--- config.mk ---
export PLATFORM = sky130hd
export DESIGN_NAME = heston_euler_path_step_flat
export DESIGN_NICKNAME = d
export VERILOG_FILES = /design/src/sv/hep_pkg.sv /design/src/sv/hep_in_if.sv /design/src/sv/hep_out_if.sv /design/src/sv/hep_mul.sv /design/src/sv/hep_sqrt.sv /design/src/sv/heston_euler_path_step.sv /design/src/flat_wrapper.sv
export SDC_FILE = /design/constraint.sdc
export NUM_CORES = 2
export LEC_CHECK = 0
export BUFFER_PORTS_ARGS = -buffer_cell sky130_fd_sc_hd__buf_2
export CORE_MARGIN = 5
export CORE_UTILIZATION = 56
export CTS_CLUSTER_SIZE = 10
export DETAILED_ROUTE_END_ITERATION = 8
export GPL_TIMING_DRIVEN = 0
export PLACE_DENSITY = 0.78
export SETUP_SLACK_MARGIN = 0.2
export SYNTH_ARGS = -nofsm -noshare
export SYNTH_HDL_FRONTEND = slang
export SYNTH_HIERARCHICAL = 1
export SYNTH_SLANG_ARGS = --single-unit
--- constraint.sdc ---
create_clock -name clk_i -period 20.1 [get_ports clk_i]
set_input_delay 4.02 -clock clk_i [delete_from_list [all_inputs] [get_ports clk_i]]
set_output_delay 4.02 -clock clk_i [all_outputs]
set_load 0.02 [all_outputs]
--- src/sv/hep_pkg.sv ---
// ----------------------------------------------------------------------------
// hep_pkg
// Shared types, constants and fixed-point helpers for the Heston Euler step.
// ----------------------------------------------------------------------------
package hep_pkg;

  // Payload and register widths
  localparam int unsigned NormW   = 16;
  localparam int unsigned ResW    = 32;
  localparam int unsigned CfgIdxW = 3;
  localparam int unsigned CfgW    = 32;
  localparam int unsigned StepW   = 25;
  localparam int unsigned UPriceW = 31;
  localparam int unsigned CorrW   = 26;

  // Serial multiplier operand magnitude width
  localparam int unsigned MagW    = 62;

  // Register indexes
  typedef enum logic [CfgIdxW-1:0] {
    REG_STEP   = 3'd0,
    REG_SPRICE = 3'd1,
    REG_SVAR   = 3'd2,
    REG_DRIFT  = 3'd3,
    REG_KAPPA  = 3'd4,
    REG_THETA  = 3'd5,
    REG_SIGMA  = 3'd6,
    REG_RHO    = 3'd7
  } cfg_reg_e;

  // Register reset values
  localparam logic [StepW-1:0]   RstStep  = 25'd65536;
  localparam logic [UPriceW-1:0] RstPrice = 31'd6553600;
  localparam logic [UPriceW-1:0] RstVar   = 31'd2621;
  localparam logic [31:0]        RstDrift = 32'd0;
  localparam logic [UPriceW-1:0] RstKappa = 31'd16777216;
  localparam logic [UPriceW-1:0] RstTheta = 31'd671088;
  localparam logic [UPriceW-1:0] RstSigma = 31'd5033165;
  localparam logic [CorrW-1:0]   RstRho   = 26'd0;

  localparam logic signed [63:0] OneQ24 = 64'sd16777216;
  localparam logic signed [63:0] Lim    = 64'sd1152921504606846976;

  // Sequencer steps
  typedef enum logic [4:0] {
    ST_IDLE,
    ST_RR,   // rho * rho
    ST_SQ,   // sqrt(1 - rho^2)
    ST_RW,   // rho * w
    ST_SN,   // sq * n2
    ST_SV,   // sqrt(V+)
    ST_SDT,  // sqrt(dt)
    ST_DM,   // mu * p
    ST_DS,   // * dt
    ST_PS,   // p * sqrt(dt)
    ST_PW,   // * w
    ST_PV,   // * sqrt(V+)
    ST_KT,   // kappa * (theta - V+)
    ST_KS,   // * dt
    ST_GS,   // sigma * sqrt(V+)
    ST_GT,   // * sqrt(dt)
    ST_GZ,   // * z
    ST_OUT
  } seq_state_e;

  // Clamp to +-2^60
  function automatic logic signed [63:0] sat60(input logic signed [63:0] x);
    logic signed [63:0] r;
    r = x;
    if (x > Lim) r = Lim;
    if (x < -Lim) r = -Lim;
    return r;
  endfunction

  // Q.24 to Q16.16, truncate toward zero, saturate to 32 bits
  function automatic logic signed [31:0] to_q16(input logic signed [63:0] x);
    logic [63:0] mag;
    logic [55:0] m;
    logic signed [31:0] r;
    mag = x[63] ? 64'(-x) : 64'(x);
    m = mag[63:8];
    if (!x[63]) begin
      r = (m > 56'd2147483647) ? 32'sh7fffffff : signed'(m[31:0]);
    end else begin
      r = (m > 56'd2147483648) ? 32'sh80000000 : signed'(32'(-m[31:0]));
    end
    return r;
  endfunction

endpackage

--- src/sv/hep_in_if.sv ---
// ----------------------------------------------------------------------------
// hep_in_if
// Input channel: path restart flag and two normal samples.
// ----------------------------------------------------------------------------
interface hep_in_if
  import hep_pkg::*;
();
  logic                    valid;
  logic                    ready;
  logic                    path_start;
  logic signed [NormW-1:0] normal_first;
  logic signed [NormW-1:0] normal_second;

  modport source (output valid, path_start, normal_first, normal_second, input ready);
  modport sink   (input valid, path_start, normal_first, normal_second, output ready);
endinterface

--- src/sv/hep_out_if.sv ---
// ----------------------------------------------------------------------------
// hep_out_if
// Output channel: price and variance after one step.
// ----------------------------------------------------------------------------
interface hep_out_if
  import hep_pkg::*;
();
  logic                   valid;
  logic                   ready;
  logic signed [ResW-1:0] step_price;
  logic signed [ResW-1:0] next_variance;

  modport source (output valid, step_price, next_variance, input ready);
  modport sink   (input valid, step_price, next_variance, output ready);
endinterface

--- src/sv/hep_mul.sv ---
// ----------------------------------------------------------------------------
// hep_mul
// Bit-serial signed multiplier, Q.24 product truncated toward zero and
// saturated at +-2^60. One multiplier bit per cycle.
// ----------------------------------------------------------------------------
module hep_mul
  import hep_pkg::*;
(
  input  logic               clk_i,
  input  logic               rst_ni,
  input  logic               start_i,
  input  logic signed [63:0] a_i,
  input  logic signed [63:0] b_i,
  output logic               done_o,
  output logic signed [63:0] res_o
);

  logic [MagW-1:0]   a_q;
  logic [MagW-1:0]   lo_q, lo_d;
  logic [MagW-1:0]   hi_q, hi_d;
  logic [5:0]        cnt_q;
  logic              neg_q;
  logic              busy_q, fin_q, done_q;
  logic signed [63:0] res_q;
  logic [63:0]       a_mag, b_mag;
  logic [MagW:0]     sum;
  logic [2*MagW-1:0] prod;
  logic [99:0]       shr;
  logic              over;
  logic [63:0]       mag;

  assign a_mag = a_i[63] ? 64'(-a_i) : 64'(a_i);
  assign b_mag = b_i[63] ? 64'(-b_i) : 64'(b_i);

  // shift-add step
  assign sum  = {1'b0, hi_q} + (lo_q[0] ? {1'b0, a_q} : '0);
  assign hi_d = sum[MagW:1];
  assign lo_d = {sum[0], lo_q[MagW-1:1]};

  // final scale and saturation
  assign prod = {hi_q, lo_q};
  assign shr  = prod[2*MagW-1:24];
  assign over = (|shr[99:61]) || (shr[60] && (|shr[59:0]));
  assign mag  = over ? 64'(Lim) : {3'b0, shr[60:0]};

  // control
  always_ff @(posedge clk_i or negedge rst_ni) begin
    if (!rst_ni) begin
      busy_q <= 1'b0;
      fin_q  <= 1'b0;
      done_q <= 1'b0;
      cnt_q  <= '0;
    end else begin
      done_q <= 1'b0;
      fin_q  <= 1'b0;
      if (start_i) begin
        busy_q <= 1'b1;
        cnt_q  <= '0;
      end else if (busy_q) begin
        cnt_q <= cnt_q + 6'd1;
        if (cnt_q == 6'(MagW - 1)) begin
          busy_q <= 1'b0;
          fin_q  <= 1'b1;
        end
      end else if (fin_q) begin
        done_q <= 1'b1;
      end
    end
  end

  // datapath
  always_ff @(posedge clk_i) begin
    if (start_i) begin
      a_q   <= a_mag[MagW-1:0];
      lo_q  <= b_mag[MagW-1:0];
      hi_q  <= '0;
      neg_q <= a_i[63] ^ b_i[63];
    end else if (busy_q) begin
      hi_q <= hi_d;
      lo_q <= lo_d;
    end
    if (fin_q) begin
      res_q <= neg_q ? -signed'(mag) : signed'(mag);
    end
  end

  assign done_o = done_q;
  assign res_o  = res_q;

endmodule

--- src/sv/hep_sqrt.sv ---
// ----------------------------------------------------------------------------
// hep_sqrt
// Serial integer square root, floor of the root of a 64-bit operand.
// Two operand bits per cycle.
// ----------------------------------------------------------------------------
module hep_sqrt
  import hep_pkg::*;
(
  input  logic        clk_i,
  input  logic        rst_ni,
  input  logic        start_i,
  input  logic [63:0] op_i,
  output logic        done_o,
  output logic [31:0] root_o
);

  logic [63:0] op_q;
  logic [33:0] rem_q;
  logic [31:0] root_q;
  logic [4:0]  cnt_q;
  logic        busy_q, done_q;
  logic [35:0] rem_t, trial;
  logic        ge;

  // one result bit per step
  assign rem_t = {rem_q, op_q[63:62]};
  assign trial = {2'b0, root_q, 2'b01};
  assign ge    = rem_t >= trial;

  always_ff @(posedge clk_i or negedge rst_ni) begin
    if (!rst_ni) begin
      busy_q <= 1'b0;
      done_q <= 1'b0;
      cnt_q  <= '0;
    end else begin
      done_q <= 1'b0;
      if (start_i) begin
        busy_q <= 1'b1;
        cnt_q  <= '0;
      end else if (busy_q) begin
        cnt_q <= cnt_q + 5'd1;
        if (cnt_q == 5'd31) begin
          busy_q <= 1'b0;
          done_q <= 1'b1;
        end
      end
    end
  end

  always_ff @(posedge clk_i) begin
    if (start_i) begin
      op_q   <= op_i;
      rem_q  <= '0;
      root_q <= '0;
    end else if (busy_q) begin
      op_q   <= {op_q[61:0], 2'b00};
      rem_q  <= ge ? 34'(rem_t - trial) : rem_t[33:0];
      root_q <= {root_q[30:0], ge};
    end
  end

  assign done_o = done_q;
  assign root_o = root_q;

endmodule

--- src/sv/heston_euler_path_step.sv ---
// ----------------------------------------------------------------------------
// heston_euler_path_step
// One Euler step of a Heston model Monte Carlo path per item.
// ----------------------------------------------------------------------------
// Each item advances the path by one step with full truncation of the
// variance and returns the new Q16.16 price and variance. A sequencer runs
// thirteen products on one bit-serial multiplier and three roots on one
// serial square root unit. One item is in work at a time; a finished
// result waits in the output register while the next item is accepted.
// Configuration is written through cfg_we_i/cfg_idx_i/cfg_data_i; the user
// must do so only while the block is idle, which the block itself does not
// enforce.
module heston_euler_path_step
  import hep_pkg::*;
(
  input  logic               clk_i,
  input  logic               rst_ni,
  input  logic               cfg_we_i,
  input  logic [CfgIdxW-1:0] cfg_idx_i,
  input  logic [CfgW-1:0]    cfg_data_i,
  hep_in_if.sink             in_chan,
  hep_out_if.source          out_chan
);

  // configuration
  logic [StepW-1:0]        step_q;
  logic [UPriceW-1:0]      sprice_q, svar_q, kappa_q, theta_q, sigma_q;
  logic signed [31:0]      drift_q;
  logic signed [CorrW-1:0] corr_q;

  // path state and work registers
  logic signed [31:0] price_q, variance_q;
  logic signed [27:0] w_q, n2_q;
  logic [31:0]        sq_q, sv_q, sdt_q;
  logic signed [63:0] z_q, tmp_q, accp_q, accv_q;
  logic               out_valid_q;
  logic signed [31:0] out_price_q, out_var_q;

  seq_state_e state_q, state_d;
  logic       launched_q, launched_d;
  logic       is_mul, is_sqrt;
  logic       mul_start, sqrt_start, mul_done, sqrt_done;
  logic signed [63:0] mul_a, mul_b, mul_res;
  logic [63:0]        sqrt_op;
  logic [31:0]        sqrt_root;
  logic               in_acc, out_load;

  logic signed [63:0] rho_s, p_s, v_s, w_s, n2_s, vp256, diff_s;
  logic [30:0]        vp;

  // config writes
  always_ff @(posedge clk_i or negedge rst_ni) begin
    if (!rst_ni) begin
      step_q   <= RstStep;
      sprice_q <= RstPrice;
      svar_q   <= RstVar;
      drift_q  <= signed'(RstDrift);
      kappa_q  <= RstKappa;
      theta_q  <= RstTheta;
      sigma_q  <= RstSigma;
      corr_q   <= signed'(RstRho);
    end else if (cfg_we_i) begin
      unique case (cfg_reg_e'(cfg_idx_i))
        REG_STEP:   step_q   <= cfg_data_i[StepW-1:0];
        REG_SPRICE: sprice_q <= cfg_data_i[UPriceW-1:0];
        REG_SVAR:   svar_q   <= cfg_data_i[UPriceW-1:0];
        REG_DRIFT:  drift_q  <= signed'(cfg_data_i);
        REG_KAPPA:  kappa_q  <= cfg_data_i[UPriceW-1:0];
        REG_THETA:  theta_q  <= cfg_data_i[UPriceW-1:0];
        REG_SIGMA:  sigma_q  <= cfg_data_i[UPriceW-1:0];
        REG_RHO:    corr_q   <= signed'(cfg_data_i[CorrW-1:0]);
        default: ;
      endcase
    end
  end

  // derived operands
  always_comb begin
    if (corr_q > 26'sd16777216) begin
      rho_s = OneQ24;
    end else if (corr_q < -26'sd16777216) begin
      rho_s = -OneQ24;
    end else begin
      rho_s = {{(64-CorrW){corr_q[CorrW-1]}}, corr_q};
    end
  end

  assign p_s    = {{24{price_q[31]}}, price_q, 8'b0};
  assign v_s    = {{24{variance_q[31]}}, variance_q, 8'b0};
  assign w_s    = {{36{w_q[27]}}, w_q};
  assign n2_s   = {{36{n2_q[27]}}, n2_q};
  assign vp     = variance_q[31] ? 31'd0 : variance_q[30:0];
  assign vp256  = {25'b0, vp, 8'b0};
  assign diff_s = {33'b0, theta_q} - vp256;

  assign in_acc   = in_chan.valid && in_chan.ready;
  assign out_load = (state_q == ST_OUT) && (!out_valid_q || out_chan.ready);

  // operand select
  always_comb begin
    mul_a   = '0;
    mul_b   = '0;
    sqrt_op = '0;
    is_mul  = 1'b0;
    is_sqrt = 1'b0;
    unique case (state_q)
      ST_RR:  begin is_mul = 1'b1; mul_a = rho_s; mul_b = rho_s; end
      ST_SQ:  begin is_sqrt = 1'b1; sqrt_op = {15'b0, tmp_q[24:0], 24'b0}; end
      ST_RW:  begin is_mul = 1'b1; mul_a = rho_s; mul_b = w_s; end
      ST_SN:  begin is_mul = 1'b1; mul_a = {32'b0, sq_q}; mul_b = n2_s; end
      ST_SV:  begin is_sqrt = 1'b1; sqrt_op = {1'b0, vp, 32'b0}; end
      ST_SDT: begin is_sqrt = 1'b1; sqrt_op = {15'b0, step_q, 24'b0}; end
      ST_DM:  begin is_mul = 1'b1; mul_a = {{32{drift_q[31]}}, drift_q}; mul_b = p_s; end
      ST_DS:  begin is_mul = 1'b1; mul_a = tmp_q; mul_b = {39'b0, step_q}; end
      ST_PS:  begin is_mul = 1'b1; mul_a = p_s; mul_b = {32'b0, sdt_q}; end
      ST_PW:  begin is_mul = 1'b1; mul_a = tmp_q; mul_b = w_s; end
      ST_PV:  begin is_mul = 1'b1; mul_a = tmp_q; mul_b = {32'b0, sv_q}; end
      ST_KT:  begin is_mul = 1'b1; mul_a = {33'b0, kappa_q}; mul_b = diff_s; end
      ST_KS:  begin is_mul = 1'b1; mul_a = tmp_q; mul_b = {39'b0, step_q}; end
      ST_GS:  begin is_mul = 1'b1; mul_a = {33'b0, sigma_q}; mul_b = {32'b0, sv_q}; end
      ST_GT:  begin is_mul = 1'b1; mul_a = tmp_q; mul_b = {32'b0, sdt_q}; end
      ST_GZ:  begin is_mul = 1'b1; mul_a = tmp_q; mul_b = z_q; end
      default: ;
    endcase
  end

  // sequencer next state
  always_comb begin
    state_d    = state_q;
    launched_d = launched_q;
    mul_start  = 1'b0;
    sqrt_start = 1'b0;
    if ((is_mul || is_sqrt) && !launched_q) begin
      mul_start  = is_mul;
      sqrt_start = is_sqrt;
      launched_d = 1'b1;
    end
    unique case (state_q)
      ST_IDLE: if (in_acc) state_d = ST_RR;
      ST_OUT:  if (out_load) state_d = ST_IDLE;
      default: begin
        if ((is_mul && mul_done) || (is_sqrt && sqrt_done)) begin
          launched_d = 1'b0;
          state_d    = seq_state_e'(state_q + 5'd1);
        end
      end
    endcase
  end

  always_ff @(posedge clk_i or negedge rst_ni) begin
    if (!rst_ni) begin
      state_q     <= ST_IDLE;
      launched_q  <= 1'b0;
      out_valid_q <= 1'b0;
      price_q     <= '0;
      variance_q  <= '0;
    end else begin
      state_q    <= state_d;
      launched_q <= launched_d;
      if (out_load) begin
        out_valid_q <= 1'b1;
        price_q     <= to_q16(accp_q);
        variance_q  <= to_q16(accv_q);
      end else if (out_chan.ready) begin
        out_valid_q <= 1'b0;
      end
      // restart the path from the configured start point
      if (in_acc && in_chan.path_start) begin
        price_q    <= signed'({1'b0, sprice_q});
        variance_q <= signed'({1'b0, svar_q});
      end
    end
  end

  // work registers
  always_ff @(posedge clk_i) begin
    if (in_acc) begin
      w_q  <= {in_chan.normal_first, 12'b0};
      n2_q <= {in_chan.normal_second, 12'b0};
    end
    if (out_load) begin
      out_price_q <= to_q16(accp_q);
      out_var_q   <= to_q16(accv_q);
    end
    if (mul_done || sqrt_done) begin
      unique case (state_q) inside
        ST_RR:  tmp_q  <= (mul_res > OneQ24) ? 64'sd0 : OneQ24 - mul_res;
        ST_SQ:  sq_q   <= sqrt_root;
        ST_RW:  z_q    <= mul_res;
        ST_SN:  z_q    <= z_q + mul_res;
        ST_SV:  sv_q   <= sqrt_root;
        ST_SDT: sdt_q  <= sqrt_root;
        ST_DS:  accp_q <= p_s + mul_res;
        ST_PV:  accp_q <= sat60(accp_q + mul_res);
        ST_KS:  accv_q <= v_s + mul_res;
        ST_GZ:  accv_q <= sat60(accv_q + mul_res);
        ST_DM, ST_PS, ST_PW, ST_KT, ST_GS, ST_GT: tmp_q <= mul_res;
        default: ;
      endcase
    end
  end

  hep_mul u_mul (
    .clk_i   (clk_i),
    .rst_ni  (rst_ni),
    .start_i (mul_start),
    .a_i     (mul_a),
    .b_i     (mul_b),
    .done_o  (mul_done),
    .res_o   (mul_res)
  );

  hep_sqrt u_sqrt (
    .clk_i   (clk_i),
    .rst_ni  (rst_ni),
    .start_i (sqrt_start),
    .op_i    (sqrt_op),
    .done_o  (sqrt_done),
    .root_o  (sqrt_root)
  );

  assign in_chan.ready          = (state_q == ST_IDLE);
  assign out_chan.valid         = out_valid_q;
  assign out_chan.step_price    = out_price_q;
  assign out_chan.next_variance = out_var_q;

endmodule
--- src/flat_wrapper.sv ---
// flat-port wrapper written by rule: the top's interface ports become plain ports
module heston_euler_path_step_flat import hep_pkg::*;
  (clk_i, rst_ni, cfg_we_i, cfg_idx_i, cfg_data_i, in_chan_valid, in_chan_path_start, in_chan_normal_first, in_chan_normal_second, in_chan_ready, out_chan_valid, out_chan_step_price, out_chan_next_variance, out_chan_ready);
  hep_in_if in_chan_i ();
  hep_out_if out_chan_i ();
  input  logic clk_i;
  input  logic rst_ni;
  input  logic cfg_we_i;
  input  logic [CfgIdxW-1:0] cfg_idx_i;
  input  logic [CfgW-1:0] cfg_data_i;
  input wire logic [$bits(in_chan_i.valid)-1:0] in_chan_valid;
  input wire logic [$bits(in_chan_i.path_start)-1:0] in_chan_path_start;
  input wire logic [$bits(in_chan_i.normal_first)-1:0] in_chan_normal_first;
  input wire logic [$bits(in_chan_i.normal_second)-1:0] in_chan_normal_second;
  output wire logic [$bits(in_chan_i.ready)-1:0] in_chan_ready;
  output wire logic [$bits(out_chan_i.valid)-1:0] out_chan_valid;
  output wire logic [$bits(out_chan_i.step_price)-1:0] out_chan_step_price;
  output wire logic [$bits(out_chan_i.next_variance)-1:0] out_chan_next_variance;
  input wire logic [$bits(out_chan_i.ready)-1:0] out_chan_ready;
  assign in_chan_i.valid = in_chan_valid;
  assign in_chan_i.path_start = in_chan_path_start;
  assign in_chan_i.normal_first = in_chan_normal_first;
  assign in_chan_i.normal_second = in_chan_normal_second;
  assign in_chan_ready = in_chan_i.ready;
  assign out_chan_valid = out_chan_i.valid;
  assign out_chan_step_price = out_chan_i.step_price;
  assign out_chan_next_variance = out_chan_i.next_variance;
  assign out_chan_i.ready = out_chan_ready;
  heston_euler_path_step u_core (.clk_i(clk_i), .rst_ni(rst_ni), .cfg_we_i(cfg_we_i), .cfg_idx_i(cfg_idx_i), .cfg_data_i(cfg_data_i), .in_chan(in_chan_i), .out_chan(out_chan_i));
endmodule
==> metrics <==
FP Rows=~140; Layout Cells excl Fill=11000; Die Y=390 um; antenna-violating nets left=0; Fmax achieved=0.0936 GHz; Port Buf Inserts=136; die area=152000 um2; Fillers=between 10000 and 15000; CTS tree=done; Final Wtd Congestion=1.06; Worst Setup Start Kind=register; Syn Std Cell Area=between 80000 and 90000 um2; Syn Area/Cell=between 9 and 10 um2; clk_lat worst skew=~820 ps; Worst Path Required=roughly 20000 ps; PwrDens=approximately 140 nW/um2; die width=390 um; first-pass GRT wire length=a little under 500 mm; Cells after DPL=10700; violated checks=capacitance limit, slew limit; largest net degree at the start of global routing=113; Inserted Clock Buffers=144; Setup Skew=61.4 ps; antenna violations before repair=31; drt total wl=347 mm; Final nets=9451; relative slew slack=-7.28%; leakage=35.0 nW; Final Hold Fails=0; total number of vias=just under 80000; CP Max Fanout=25; hold buffer count at CTS=0; Hold Path Class=register to register; CP Class=register to register; DRT Pass-1 Iters=9; outcome=finished, violations left; root buf cell=clkbuf_16; mean routed wirelength per cell=31.6 um; # IOs=between 100 and 150; H-tree depth=4; post-DR vias/cell=7.07; post-CTS sizing=0; Post-Route Setup TNS=0 ps; gr ovfl total=0; Worst Max-Slew Pin Slew=1590 ps; CORE AREA=143000 um2; final setup violation count=0; VDD IR-drop max=156 uV; Crit. End Element=register; Initial Util=56.3%; number of global-route vias before repair=around 71000; DPL Wire Length=~270 mm; Overall Global Routing Usage=between 40% and 50%; Sink Count=1153; Cells after Synth=8589; Final Max Slew Viols=16; max_cap viols=2; Arrival @ worst endpoint=11190 ps; hold_ws=between 400 and 500 ps; Synth warnings=6; RSZ-0062 raised after global routing=no; 1st-iter DRT viols=12200; crit path time final=10680 ps; Final Cycle Share=53.1%; clock-pin slew on the worst setup and hold paths=60 ps; layout cells sized above 1=10.1%; Post-route DRC=0; CTS Buffer Depth=3; Post-CTS Setup Inserts=0; Area Growth Syn to Fin=10.4%
-- critical path, cell delays in order (launching register included) --
cell and delay (ps):
dfrtp_1 980, clkbuf_1 740, clkinv_1 680, clkbuf_1 380
nand2_1 140, ha_1 190, o21ai_0 130, a21oi_1 200
o21ai_0 120, a21boi_0 460, o21ai_0 210, a211o_1 360
a31oi_1 320, nand4_1 170, a31oi_1 680, xnor2_1 220
o211ai_1 220, or4_4 620, or4_1 450, or4_4 470
or4_1 420, or2_2 340, nor4_1 590, nand2_1 300
o31ai_1 330, xor2_1 510, a21oi_1 150
-- per-layer routing --
layer / vias up / global-route usage (%) / routed length [um]
met5: - / 0.223 / 203
met4: 20 / 27.8 / 27900
met3: 1185 / 14.2 / 49300
met2: 5756 / 60.2 / 136000
met1: 37300 / 59.8 / 134000
li1: 33200 / - / -
-- report_power, final --
| part | total (mW) | switching [mW] | internal (mW) |
|---|---|---|---|
| Clock | 2.52 | 1.11 | 1.41 |
| Sequential | 3.78 | 0.634 | 3.14 |
| Combinational | 5.79 | 3.67 | 2.11 |
-- state kept, by name, indices dropped and copies added (netlist names), 34 cells and up --
signal               flops
u_core/u_mul/res_o      64
u_core/tmp_q            63
u_core/u_mul/a_q        62
u_core/u_mul/lo_q       62
u_core/z_q              64
u_core/u_mul/hi_q       62
u_core/accv_q           64
u_core/accp_q           64
u_core/u_sqrt/rem_q     34
u_core/u_sqrt/op_q      64
-- cell type report --
cell class,count,area [um2],share of cell area [%]
plain buffers,463,1860,2.08
multi-input cells,6795,46500,52.2
repair buffers,177,1290,1.45
clock inverters,40,465,0.523
inverters,202,761,0.854
diodes,10,25.0,0.0281
flip-flops and latches,1153,31800,35.7
well taps,1903,2380,2.67
clock buffers,227,4050,4.54
-- placed cells by master, fill, tap and decap left out, types with 147 or more instances in the layout --
| cell type | n |
|---|---|
| buf_2 | 147 |
| nand2_1 | 796 |
| dfrtp_1 | 289 |
| nor3_1 | 156 |
| a21o_1 | 337 |
| nand3_1 | 168 |
| clkbuf_1 | 483 |
| nor2_1 | 577 |
| mux2_2 | 313 |
| xnor2_1 | 310 |
| inv_1 | 196 |
| xor2_1 | 293 |
| o21ai_0 | 599 |
| edfxtp_1 | 700 |
| a21oi_1 | 620 |
| ha_1 | 435 |
-- per-stage QoR --
stage | power [mW] | utilization (%) | instance area (um2) | setup WS (ps)
after detailed placement | 9.27 | 59.0 | 84500 | 10130
after floorplan | 7.37 | - | 80700 | 12370
after global routing | 12.6 | 62.1 | 89000 | 9440
final | 12.1 | 62.1 | 89100 | 9420
after global placement | 9.11 | 58.5 | 83800 | 6250
after CTS | 11.8 | 62.1 | 89000 | 10130
-- path summary, 6_finish.rpt --
path	start	end	slack, ps	cells past startpoint
max	u_core/variance_q[31]	u_core/u_mul/lo_q[61]	9420	26
min	u_core/u_mul/hi_q[35]	u_core/u_mul/hi_q[35]	490	2
max reg2reg	u_core/variance_q[31]	u_core/u_mul/lo_q[61]	9420	26
min reg2reg	u_core/u_mul/hi_q[35]	u_core/u_mul/hi_q[35]	490	2
max in group asynchronous	rst_ni	u_core/variance_q[23]	15090	4
min in group asynchronous	rst_ni	u_core/u_mul/cnt_q[0]	3050	1
(Power assumes the default switching activity.)
